`src/necir_pkg.sv`:
```
// necir_pkg: shared types, codes and constants for the nec ir edge capture decoder
// used by the capture unit, the top level and the port checker
`default_nettype none

package necir_pkg;

  // sizes and reset values
  localparam int PulseSlotsDefault = 64;
  localparam int CmdFirstSlot      = 17;
  localparam int CmdBits           = 8;
  localparam int TimeW             = 32;
  localparam int CfgDataW          = 16;
  localparam int CfgIdxW           = 1;

  localparam logic [CfgDataW-1:0] GapResetUs = 16'd20000;
  localparam logic [CfgDataW-1:0] OneResetUs = 16'd1000;

  // input kinds
  typedef enum logic {
    KindEdge = 1'b0,
    KindRead = 1'b1
  } kind_e;

  // read status codes
  typedef enum logic [1:0] {
    StatNone = 2'd0,
    StatBusy = 2'd1,
    StatCode = 2'd2
  } status_e;

  // configuration register indexes
  typedef enum logic [CfgIdxW-1:0] {
    CfgGapTimeout  = 1'b0,
    CfgOneThreshold = 1'b1
  } cfg_reg_e;

  typedef struct packed {
    logic             kind;
    logic [TimeW-1:0] time_us;
    logic             level;
  } necir_in_t;

  typedef struct packed {
    logic [1:0]         status;
    logic [CmdBits-1:0] code;
  } necir_out_t;

  typedef struct packed {
    logic [CfgDataW-1:0] gap_timeout_us;
    logic [CfgDataW-1:0] one_threshold_us;
  } necir_cfg_t;

endpackage

`default_nettype wire

```
`src/necir_capture.sv`:
```
// necir_capture: edge timing state, pulse count and command bit capture
// depends on necir_pkg
`default_nettype none

module necir_capture #(
  parameter int PULSE_SLOTS = necir_pkg::PulseSlotsDefault
) (
  input  wire logic                  clk_i,
  input  wire logic                  rst_ni,
  input  wire logic                  take_i,
  input  wire necir_pkg::necir_in_t  item_i,
  input  wire necir_pkg::necir_cfg_t cfg_i,
  output necir_pkg::necir_out_t      res_o
);
  import necir_pkg::*;

  localparam int CntW = $clog2(PULSE_SLOTS + 1);
  localparam int CmdIdxW = $clog2(CmdBits);

  logic [TimeW-1:0]   last_edge_q, last_edge_d;
  logic [CntW-1:0]    count_q, count_d;
  logic [CmdBits-1:0] cmd_q, cmd_d;

  logic [TimeW-1:0]   dt;
  logic               gap_hit;
  logic               in_cmd_range;
  logic [CntW-1:0]    cmd_off;
  logic [CmdIdxW-1:0] cmd_idx;

  assign dt      = item_i.time_us - last_edge_q;
  assign gap_hit = dt >= TimeW'(cfg_i.gap_timeout_us);

  // only slots that land in the command byte are kept
  assign in_cmd_range = (count_q >= CntW'(CmdFirstSlot)) &&
                        (count_q < CntW'(CmdFirstSlot + CmdBits));
  assign cmd_off      = count_q - CntW'(CmdFirstSlot);
  assign cmd_idx      = cmd_off[CmdIdxW-1:0];

  always_comb begin
    res_o = '{status: StatNone, code: '0};
    if (count_q == '0) begin
      res_o.status = StatNone;
    end else if (dt <= TimeW'(cfg_i.gap_timeout_us)) begin
      res_o.status = StatBusy;
    end else begin
      res_o.status = StatCode;
      res_o.code   = cmd_q;
    end
  end

  always_comb begin
    last_edge_d = last_edge_q;
    count_d     = count_q;
    cmd_d       = cmd_q;
    if (take_i) begin
      if (item_i.kind == KindEdge) begin
        last_edge_d = item_i.time_us;
        if (!item_i.level) begin
          if (gap_hit) begin
            count_d = '0;
          end else if (count_q < CntW'(PULSE_SLOTS)) begin
            count_d = count_q + CntW'(1);
            if (in_cmd_range) begin
              cmd_d[cmd_idx] = dt > TimeW'(cfg_i.one_threshold_us);
            end
          end
        end
      end else if (res_o.status == StatCode) begin
        count_d = '0;
      end
    end
  end

  always_ff @(posedge clk_i or negedge rst_ni) begin
    if (!rst_ni) begin
      last_edge_q <= '0;
      count_q     <= '0;
      cmd_q       <= '0;
    end else begin
      last_edge_q <= last_edge_d;
      count_q     <= count_d;
      cmd_q       <= cmd_d;
    end
  end

endmodule

`default_nettype wire

```
`src/nec_ir_edge_capture_decoder_core.sv`:
```
// nec_ir_edge_capture_decoder_core: top level with config registers and result register
// depends on necir_pkg and necir_capture
//
// Takes one item (pin edge or read request) per clock unless the input stalls. An edge
// updates the capture state in the cycle it is accepted and gives no result; a read
// gives one result, shown on the output in the cycle after the transfer. The result
// register is the only stage, so input stall rises only while a result is held there
// and the output side stalls. All state comes out of reset ready; no clearing pass.
`default_nettype none

module nec_ir_edge_capture_decoder_core #(
  parameter int PULSE_SLOTS = necir_pkg::PulseSlotsDefault
) (
  input  wire logic                           clk_i,
  input  wire logic                           rst_ni,
  input  wire logic                           in_valid_i,
  output logic                                in_stall_o,
  input  wire necir_pkg::necir_in_t           in_item_i,
  output logic                                out_valid_o,
  input  wire logic                           out_stall_i,
  output necir_pkg::necir_out_t               out_item_o,
  input  wire logic                           cfg_we_i,
  input  wire logic [necir_pkg::CfgIdxW-1:0]  cfg_idx_i,
  input  wire logic [necir_pkg::CfgDataW-1:0] cfg_data_i
);
  import necir_pkg::*;

  necir_cfg_t cfg_q, cfg_d;
  logic       out_valid_q, out_valid_d;
  necir_out_t out_item_q, out_item_d;
  necir_out_t res;
  logic       take;

  assign in_stall_o = out_valid_q && out_stall_i;
  assign take       = in_valid_i && !in_stall_o;

  always_comb begin
    cfg_d = cfg_q;
    if (cfg_we_i) begin
      unique case (cfg_reg_e'(cfg_idx_i))
        CfgGapTimeout:   cfg_d.gap_timeout_us   = cfg_data_i;
        CfgOneThreshold: cfg_d.one_threshold_us = cfg_data_i;
        default: ;
      endcase
    end
  end

  necir_capture #(
    .PULSE_SLOTS(PULSE_SLOTS)
  ) u_capture (
    .clk_i  (clk_i),
    .rst_ni (rst_ni),
    .take_i (take),
    .item_i (in_item_i),
    .cfg_i  (cfg_q),
    .res_o  (res)
  );

  // result register: load on a read transfer, drop once taken
  always_comb begin
    out_valid_d = out_valid_q;
    out_item_d  = out_item_q;
    if (take && in_item_i.kind == KindRead) begin
      out_valid_d = 1'b1;
      out_item_d  = res;
    end else if (!out_stall_i) begin
      out_valid_d = 1'b0;
    end
  end

  always_ff @(posedge clk_i or negedge rst_ni) begin
    if (!rst_ni) begin
      cfg_q       <= '{gap_timeout_us: GapResetUs, one_threshold_us: OneResetUs};
      out_valid_q <= 1'b0;
    end else begin
      cfg_q       <= cfg_d;
      out_valid_q <= out_valid_d;
    end
  end

  always_ff @(posedge clk_i) begin
    out_item_q <= out_item_d;
  end

  assign out_valid_o = out_valid_q;
  assign out_item_o  = out_item_q;

endmodule

`default_nettype wire

```
`config.mk`:
```
export PLATFORM = sky130hd
export DESIGN_NAME = nec_ir_edge_capture_decoder_core
export DESIGN_NICKNAME = d
export VERILOG_FILES = /design/src/necir_pkg.sv /design/src/necir_capture.sv /design/src/nec_ir_edge_capture_decoder_core.sv
export SDC_FILE = /design/constraint.sdc
export NUM_CORES = 1
export LEC_CHECK = 0
export BUFFER_PORTS_ARGS = -buffer_cell sky130_fd_sc_hd__buf_2
export CAP_MARGIN = 40
export CORE_MARGIN = 2
export CORE_UTILIZATION = 45
export CTS_BUF_LIST = sky130_fd_sc_hd__clkbuf_16
export CTS_CLUSTER_DIAMETER = 150
export CTS_CLUSTER_SIZE = 24
export DETAILED_ROUTE_END_ITERATION = 12
export GPL_TIMING_DRIVEN = 1
export PLACE_DENSITY_LB_ADDON = 0.05
export SYNTH_ARGS = -nofsm -noshare
export SYNTH_HDL_FRONTEND = slang
export SYNTH_SLANG_ARGS = --single-unit
```
`constraint.sdc`:
```
create_clock -name clk_i -period 12 [get_ports clk_i]
set_clock_uncertainty 0.1 [all_clocks]
set_input_delay 2.4 -clock clk_i [delete_from_list [all_inputs] [get_ports clk_i]]
set_output_delay 2.4 -clock clk_i [all_outputs]
set_load 0.05 [all_outputs]
```
==> Yosys cells after proc, flatten, opt, wreduce, memory -nomap -nowiden <==
Cells that the tools add are included.
{ "classes": {"add_sub_neg": 3, "n_reduce_logical": 14, "n_bitwise": 4, "n_eq_ne": 4, "n_mux": 12, "order_cmp": 8} }
{ "op_table": {"columns": ["cell", "count"], "rows": [
  ["$mux W7", 5],
  ["$ge A32 B16 Y1", 1],
  ["$gt A32 B16 Y1", 1],
  ["$le A32 B16 Y1", 1],
  ["$sub A32 B32 Y32", 1],
  ["$bwmux W8", 1],
  ["$add A7 B1 Y7 const B", 1],
  ["$ge A7 B5 Y1 const B", 1],
  ["$logic_not A7 Y1", 1],
  ["$lt A7 B5 Y1 const B", 1],
  ["$lt A7 B7 Y1 const B", 1],
  ["$ne A2 B1 Y1 const B", 3],
  ["$reduce_and A2 Y1", 3],
  ["$reduce_and A6 Y1", 1],
  ["$logic_and A1 B1 Y1", 5],
  ["$lt A3 B4 Y1 const B", 1],
  ["$mux W2", 2],
  ["$not A1 Y1", 4],
  ["$reduce_and A4 Y1", 1],
  ["$demux W1 S3", 1],
  ["$ge A3 B1 Y1 const B", 1],
  ["$mux W1", 3],
  ["$reduce_bool A3 Y1", 1],
  ["$sub A3 B1 Y3 const B", 1],
  ["other kinds (3)", 3]
]} }
{ "totals": {"elab_cells": 53, "register_bits": 90} }

==> Depth between registers and ports, before layout <==
Gate-level depths: netlist of run 1.
{ "logic_depth": {"ltp_word": 7, "ltp_mapped": 20, "mapped_depth_nobuf": 19} }

==> Modules after synthesis <==
From an unflattened synthesis of run 1, not the netlist that was laid out.
{ "hier_totals": {"cells_unflattened": 755, "area_unflattened_um2": 6872.8} }
{ "modules_own_cells": {"columns": ["mod", "seq_area_each_um2", "area_per_inst_um2", "cells_each", "n_inst"], "rows": [
  ["necir_capture", 1176.1, 5260.0, 670, 1],
  ["nec_ir_edge_capture_decoder_core", 1139.8, 1612.8, 85, 1]
]} }

==> Least setup slack after synthesis of run 1 <==
OpenSTA, ideal clock, no wires.
{ "synth_timing": {"path_type": "input to register", "startpoint": "in in_item_i[1] in the netlist's numbering", "endpoint": "reg u_capture.cmd_q[3]", "arrival_ps": 6485, "n_path_buf": 1, "path_slack_ps": 5273, "required_ps": 11758, "path_stages": 18, "cell_sequence": "inv_1 -> ha_1 -> fa_1 -> nor2b_1 -> o2111ai_1 -> a211oi_2 -> nor2_1 -> xnor2_1 -> ha_1 -> or3_1 -> a221oi_1 -> o21a_1 -> o211ai_1 -> or4_1 -> nor4_2 -> clkbuf_1 -> nand3_1 -> mux2i_1"} }
{ "synth_via": {"elab_chain_len": 4, "word_cells_on_any_way": 6} }
{ "synth_rtl": {"columns": ["element", "line", "rtl"], "rows": [
  ["start: declaration", "nec_ir_edge_capture_decoder_core.sv:18", "input wire necir_pkg::necir_in_t in_item_i,"],
  ["$sub A32 B32 Y32 (*)", "necir_capture.sv:30", "assign dt = item_i.time_us - last_edge_q;"],
  ["$ge A32 B16 Y1", "necir_capture.sv:31", "assign gap_hit = dt >= TimeW'(cfg_i.gap_timeout_us);"],
  ["$not A1 Y1 (no line)", null, null],
  ["$reduce_and A6 Y1 (no line)", null, null],
  ["end signal: assignment", "necir_capture.sv:82", "cmd_q <= cmd_d;"],
  ["end: declaration", "necir_capture.sv:22", "logic [CmdBits-1:0] cmd_q, cmd_d;"]
]} }
Every way passes the cells marked *; elsewhere a longest branch is shown, timed or not.
A chain may end at the register's enable or synchronous reset.

==> Worst setup path in the final report of run 1 <==
Same ends and word-level chain as after synthesis.

==> flow_summary_export.csv, run 1 <==
group,metric,value,unit
route,via_per_inst,5.79,
global_route,antenna_found_initial,0,
hold_path,hold_path_depth,1,
yosys,synthesis.nets,872,
sta,finalSetupViolCount,0,
cts,cts_root_buf,"clkbuf_16",
setup_path,max_stage_delay,0.55,ns
floorplanning,dieArea,16000,µm²
floorplanning,core_area,14600,µm²
yosys,synth_cell_type_count,59,
yosys,synth.mux.area_fraction,10.0,%
yosys,synth_top_family_by_area,"compound AO/OA/AOI/OAI gates",
floorplanning,io_pins,68,
route,routed_wl,16.7,mm
pwr,p_per_area,162,nW/µm²
sta,relSlewSlack,51.7,%
yosys,synth_largest_area_cell,"dfrtp_1",
setup_path,required,12.10,ns
final_layout,drive_above_1_share,19.5,%
setup_path,arrival,6.86,ns
global_route,met3_usage,4.09,%
final_layout,final_cells,998,
cts,ctsHoldBuffers,0,
setup_path,crit_slowest_cell,"a211oi_2",
setup_path,cp_max_fo,15,
global_route,gr-total-overflow,0,
final_layout,final_nets,933,
yosys,synth_compound_area_share,18.9,%
sta,finalSetupTns,0,ns
cts,clk_pin_slew,0.07,ns
yosys,netlist_instances,748,
route,via_count,5775,
final_layout,antennaDiodeCount,0,
floorplanning,rows,44,
cts,cts_setup_buffers,0,
final_layout,fin_util,51.9,%
global_route,grt_max_degree,46,
setup_path,path_cells,"buf_2 -> inv_1 -> ha_1 -> fa_1 -> nor2b_1 -> o2111ai_1 -> a211oi_2 -> nor2_1 -> xnor2_1 -> ha_1 -> or3_1 -> a221oi_1 -> o21a_1 -> o211ai_1 -> or4_1 -> nor4_2 -> buf_4 -> nand3_1 -> mux2i_1",
setup_path,cpMostUsedCell,"ha_1",
yosys,ys_ff_latch,90,
cts,cts_made_buffers,9,
yosys,synth_top_flop_cell,"dfrtp_1",
route,wire_per_inst,16.7,µm
sta,layout_worst_path_cycle_share,56.3,%
cts,h-tree-depth,3,
floorplanning,start_util,46.2,%
yosys,yosysSeqAreaShare,34.2,%
yosys,synth_xor_area_share,2.72,%
yosys,synthTopCellsByArea,"dfrtp_1, ha_1, mux2_2",
global_route,use_met2,34.8,%
global_route,met1_usage,29.3,%
cts,worstSkewPairLatency,0.35,ns
hold_path,hold_path_class,"flip-flop to flip-flop",
cts,cts.sinks,90,
yosys,async_flop_share,88.9,%
setup_path,critical_path_class,"input port to flip-flop",
setup_path,r2r-start,"u_capture.last_edge_q[0]$_DFFE_PN0P_",
setup_path,cp-start-kind,"input port",
placed_design,gp_congestion,0.848,
cts,cts_resized,0,
yosys,avgSynthCellArea,9.05,µm²
cts,clk_path_buf_depth,2,
global_route,gr-usage-all-layers,21.4,%
sta,rsz0062_at_grt,"no",
job,maxCapViolations,0,
setup_path,worstReg2RegEnd,"u_capture.cmd_q[3]$_DFFE_PN0P_",
outcome,run_status,"finished clean",
placed_design,dp_hpwl,13.1,mm
route,detail_route.first_pass.iterations,5,
hold_path,worstHoldStart,"u_capture.last_edge_q[8]$_DFFE_PN0P_",
final_layout,syn2layout_area_growth,12.3,%
placed_design,portBuffers,67,
yosys,synth_top_cell_area_share,25.5,%
route,drtIter0Drc,408,
global_route,grt_pass1_wl,27.7,mm
sta,finalCriticalPeriod,6.76,ns
global_route,top_usage_layer,"met2",
floorplanning,die_w,127,µm
pwr,ir_drop,0.0675,mV
sta,maxClockFrequency,148,MHz
yosys,yosysWarningCount,0,
sta,finalMaxSlewViolations,0,
global_route,first_global_vias,5696,
placed_design,dp.cells,982,
setup_path,rr_worst_depth,17,
floorplanning,dieHeight,127,µm
route,drcViolationCount,0,
cts,cts_tree,"built",
hold_path,hold_path_end,"u_capture.last_edge_q[8]$_DFFE_PN0P_",
yosys,synth_edf_count,10,
setup_path,cp-end-kind,"flip-flop",
yosys,yosys.area_share.simple,15.2,%
yosys,synth_area,6770,µm²
setup_path,r2r_slack,7.03,ns
yosys,synthAdderAreaFrac,12.7,%
sta,hold_violations,0,
route,ant_nets,0,
pwr,leakage,3.55,nW
sta,tightestPinTransition,0.720,ns
-- state kept, by name (all words and copies together) (netlist names) --
signal,cells
u_capture.cmd_q,8
u_capture.count_q,7
out_valid_o,1
cfg_q,32
out_item_o,10
u_capture.last_edge_q,32
-- stage by stage --
stage               worst slack, ns  cell area, µm²  power [mW]  hold WS [ns]
floorplan                      5.27            6770       0.790         0.354
global placement               5.15            7270       0.926         0.379
detailed placement             4.89            7310       0.936         0.393
CTS                            5.27            7600        1.23         0.409
global route                   4.87            7600        1.33         0.415
finish                         5.24            7600        1.23         0.403
-- worst max path at each step --
stage	to	cells after the start	from	slack [ns]
finish	u_capture.cmd_q[3]$_DFFE_PN0P_	19	in_item_i[1]	5.24
global route	u_capture.cmd_q[5]$_DFFE_PN0P_	19	in_item_i[1]	4.87
CTS	u_capture.cmd_q[3]$_DFFE_PN0P_	19	in_item_i[1]	5.27
detailed placement	u_capture.cmd_q[3]$_DFFE_PN0P_	19	in_item_i[1]	4.89
global placement	u_capture.cmd_q[3]$_DFFE_PN0P_	19	in_item_i[1]	5.15
floorplan	u_capture.cmd_q[3]$_DFFE_PN0P_	18	in_item_i[1]	5.27
-- report_power, final --
group / total [mW] / switching [mW] / leakage, nW / internal [mW]
registers: 0.364 / 0.0165 / 1.02 / 0.348
logic: 0.574 / 0.344 / 2.38 / 0.230
clock network: 0.290 / 0.129 / 0.147 / 0.162
total: 1.23 / 0.489 / 3.55 / 0.740
-- Yosys cell counts (11+ instances only) --
| master | n |
|---|---|
| mux2i_1 | 15 |
| o21a_1 | 17 |
| ha_1 | 67 |
| a21oi_1 | 44 |
| nand3_1 | 21 |
| dfstp_2 | 11 |
| o211ai_1 | 12 |
| dfrtp_1 | 69 |
| nand4_1 | 16 |
| nor3_1 | 26 |
| inv_1 | 88 |
| a211oi_1 | 13 |
| mux2_2 | 47 |
| nor2_1 | 28 |
| xnor2_1 | 15 |
| a31oi_1 | 11 |
| a21o_1 | 12 |
| o21ai_0 | 38 |
| clkbuf_1 | 12 |
| nand2_1 | 57 |
-- cells in the final DEF, fill, tap and decap left out, drive strengths merged, types with 3 or more instances in the layout --
| cell type | n |
|---|---|
| inv | 91 |
| edfxtp | 10 |
| nand3 | 21 |
| mux2 | 47 |
| o31ai | 7 |
| a211o | 3 |
| mux2i | 15 |
| buf | 73 |
| o21a | 17 |
| o21ai | 43 |
| a21o | 12 |
| nor3 | 26 |
| nand2b | 6 |
| nor2 | 28 |
| or3 | 3 |
| or4 | 6 |
| nand2 | 58 |
| clkbuf | 9 |
| dfrtp | 69 |
| nor2b | 10 |
| a211oi | 15 |
| o22ai | 4 |
| nand4 | 16 |
| a31oi | 11 |
| a21oi | 45 |
| ha | 67 |
| xor2 | 6 |
| nor4 | 12 |
| a2111oi | 3 |
| o21bai | 8 |
| xnor2 | 15 |
| nand3b | 3 |
| dfstp | 11 |
| and3 | 5 |
| o211ai | 12 |
-- cell type report --
cell class,instances,area (µm²)
clock buffer,9,225
fill,1382,7040
tap,184,230
clock inverter,7,68.8
inverter,88,330
multi-input combinational,547,4030
sequential,90,2320
timing repair buffer,73,400
-- critical path: cells and delay by family --
kind,cells,cell delay (ns)
AOI/OAI and AO/OA,5,1.47
xor gates and xnor gates,1,0.17
adders and majority gates,3,0.82
buffers and inverters,3,0.37
muxes,1,0.14
and+or+nand+nor,6,1.48
-- metal layers --
metal / vias up / part of all wire (%)
met4: 0 / 1.3
met3: 14 / 4.3
met2: 136 / 47
met1: 2793 / 48
met5: - / 0
li1: 2832 / -
-- cells by family after synthesis --
logic type / after synthesis
flip-flops: 90
buffers and inverters: 111
XOR/XNOR: 21
AND/OR/NAND/NOR: 200
adder cells (fa/ha/maj): 68
AO/OA/AOI/OAI: 196
multiplexers: 62
(Power assumes the default switching activity.)
==> run 2, diff against run 1 <==
==> constraint.sdc (replaced) <==
create_clock -name clk_i -period 7 [get_ports clk_i]
set_clock_uncertainty 0.1 [all_clocks]
set_input_delay 1.4 -clock clk_i [delete_from_list [all_inputs] [get_ports clk_i]]
set_output_delay 1.4 -clock clk_i [all_outputs]
set_load 0.05 [all_outputs]
==> run 2 against run 1 <==
Net effect:
- hold slack worse by 0.0057 ns
- sequential power increased by 71%
- final area up 0.36%
- routed wire length down 0.31%
- count of clock-buffer cells in the layout unchanged
- combinational power grew 72%
- non-clock buffer count is the same
- utilization rose by 0.19 points
- die area unchanged
- first-iteration DRC count shrank 11%
- sequential share of layout area fell by 0.11 points
- critical path type unchanged
- largest cell class unchanged
==> flow_summary_export.csv, run 2 (same netlist as run 1, synthesis figures left out) <==
group,metric,value,unit
pwr,p_per_area,280,nW/µm²
cts,cts_resized,0,
sta,relSlewSlack,51.5,%
placed_design,postPlaceCellArea,7320,µm²
global_route,gr-total-overflow,0,
sta,rsz0062_at_grt,"no",
route,via_count,5696,
cts,clk_path_buf_depth,2,
final_layout,syn2layout_area_growth,12.7,%
sta,tightestPinTransition,0.726,ns
pwr,total_power,2.14,mW
route,drcViolationCount,0,
final_layout,final_cells,998,
setup_path,critical_path_class,"input port to flip-flop",
final_layout,fin_area,7630,µm²
cts,cts_made_buffers,9,
sta,finalSetupViolCount,0,
final_layout,final_common_cell,"inv_1",
placed_design,gp_congestion,0.886,
floorplanning,dieHeight,127,µm
job,maxCapViolations,0,
setup_path,crit_slowest_cell,"a211oi_2",
final_layout,antennaDiodeCount,0,
final_layout,final_nets,933,
setup_path,critical_path.top_delay_family,"simple AND/OR/NAND/NOR gates",
cts,cts_root_buf,"clkbuf_16",
route,detail_route.first_pass.iterations,5,
global_route,gr-usage-all-layers,21.5,%
route,routed_wl,16.6,mm
sta,layout_worst_path_cycle_share,81.0,%
final_layout,final_cell_mix,"inv_1, dfrtp_1, ha_1, buf_2, nand2_1",
sta,hold_violations,0,
route,via_per_inst,5.71,
floorplanning,die_w,127,µm
placed_design,dp_hpwl,13.2,mm
pwr,leakage,3.57,nW
sta,finalSetupTns,0,ns
pwr,ir_drop,0.120,mV
route,ant_nets,0,
cts,cts_tree,"built",
setup_path,cpMostUsedCell,"ha_1",
sta,maxClockFrequency,176,MHz
final_layout,register_area,2320,µm²
route,drtIter0Drc,365,
placed_design,portBuffers,67,
hold_path,hold_path_class,"flip-flop to flip-flop",
cts,ctsHoldBuffers,0,
cts,clk_pin_slew,0.07,ns
final_layout,drive_above_1_share,19.3,%
setup_path,cp_num_buf_inv,3,
setup_path,rr_worst_depth,17,
setup_path,cp_max_fo,15,
final_layout,nFillCells,1393,
setup_path,max_stage_delay,0.52,ns
global_route,grt_max_degree,46,
cts,cts_setup_buffers,0,
floorplanning,dieArea,16000,µm²
setup_path,cp-start-kind,"input port",
setup_path,cp-end-kind,"flip-flop",
outcome,run_status,"finished clean",
floorplanning,rows,44,
setup_path,required,7.10,ns
global_route,antenna_found_initial,0,
route,wire_per_inst,16.7,µm
cts,h-tree-depth,3,
setup_path,arrival,5.77,ns
sta,finalMaxSlewViolations,0,
floorplanning,start_util,46.2,%
cts,worstSkewPairLatency,0.35,ns
setup_path,cp_num_cells,19,
final_layout,multiInputGateArea,4030,µm²
setup_path,path_cells,"buf_2 -> inv_1 -> ha_1 -> fa_1 -> nor2b_1 -> o2111ai_1 -> a211oi_2 -> nor2_1 -> xnor2_1 -> ha_1 -> or3_1 -> a221oi_1 -> o21a_1 -> o211ai_1 -> or4_1 -> nor4_2 -> buf_4 -> nand3_1 -> mux2i_1",
cts,cts.sinks,90,
floorplanning,core_area,14600,µm²
final_layout,fin_util,52.1,%
sta,finalCriticalPeriod,5.67,ns
placed_design,dp.cells,982,
global_route,grt_pass1_wl,27.9,mm
hold_path,hold_path_depth,2,
floorplanning,io_pins,68,
global_route,first_global_vias,5685,
[run 2: cell types whose count changed in the layout (fill, tap and decap cells not counted), sizes merged]
cell,delta
bufinv,+1
clkinvlp,-1
[run 2: worst paths after layout]
path | from | endpoint | slack (ns)
worst max-delay path | in_item_i[1] | u_capture.cmd_q[6]$_DFFE_PN0P_ | 1.33
worst min-delay path | u_capture.last_edge_q[0]$_DFFE_PN0P_ | u_capture.last_edge_q[0]$_DFFE_PN0P_ | 0.40
worst max register to register | u_capture.last_edge_q[0]$_DFFE_PN0P_ | u_capture.cmd_q[6]$_DFFE_PN0P_ | 2.12
worst min register to register | u_capture.last_edge_q[0]$_DFFE_PN0P_ | u_capture.last_edge_q[0]$_DFFE_PN0P_ | 0.40
max in group asynchronous | rst_ni | cfg_q[25]$_DFFE_PN1P_ | 5.23
min in group asynchronous | rst_ni | cfg_q[2]$_DFFE_PN0P_ | 0.91
[run 2: final cells by class]
class,instances,share of cell area (%)
repair buffers,73,5.35
well taps,184,3.02
clock inverters,7,1.16
multi-input cells,547,52.8
flip-flops and latches,90,30.4
inverters,88,4.33
clock buffers,9,2.95
[run 2: stage by stage]
step           setup WS (ns)  hold WS (ns)
2_1_floorplan           1.27         0.354
3_3_place_gp            1.14         0.382
3_5_place_dp           0.939         0.390
4_1_cts                 1.32         0.405
5_1_grt                0.964         0.415
6_report                1.33         0.398
[run 2: per-layer routing]
layer / routed length [µm] / GRT usage [%] / vias to the layer above
li1: - / - / 2831
met1: 8190 / 29.8 / 2753
met2: 7740 / 35.5 / 98
met3: 534 / 3.25 / 14
met4: 182 / 5.37 / 0
met5: 0 / 0 / -
[run 2: power by group]
part           leakage [nW]  switching [mW]  internal (mW)
clock network         0.163           0.217          0.311
registers              1.02          0.0280          0.596
logic                  2.38           0.590          0.396
[run 2: worst min-delay path, stage by stage (launching register included)]
cell,delay [ns]
dfrtp_1,0.36
nand2_1,0.05
o21ai_0,0.06
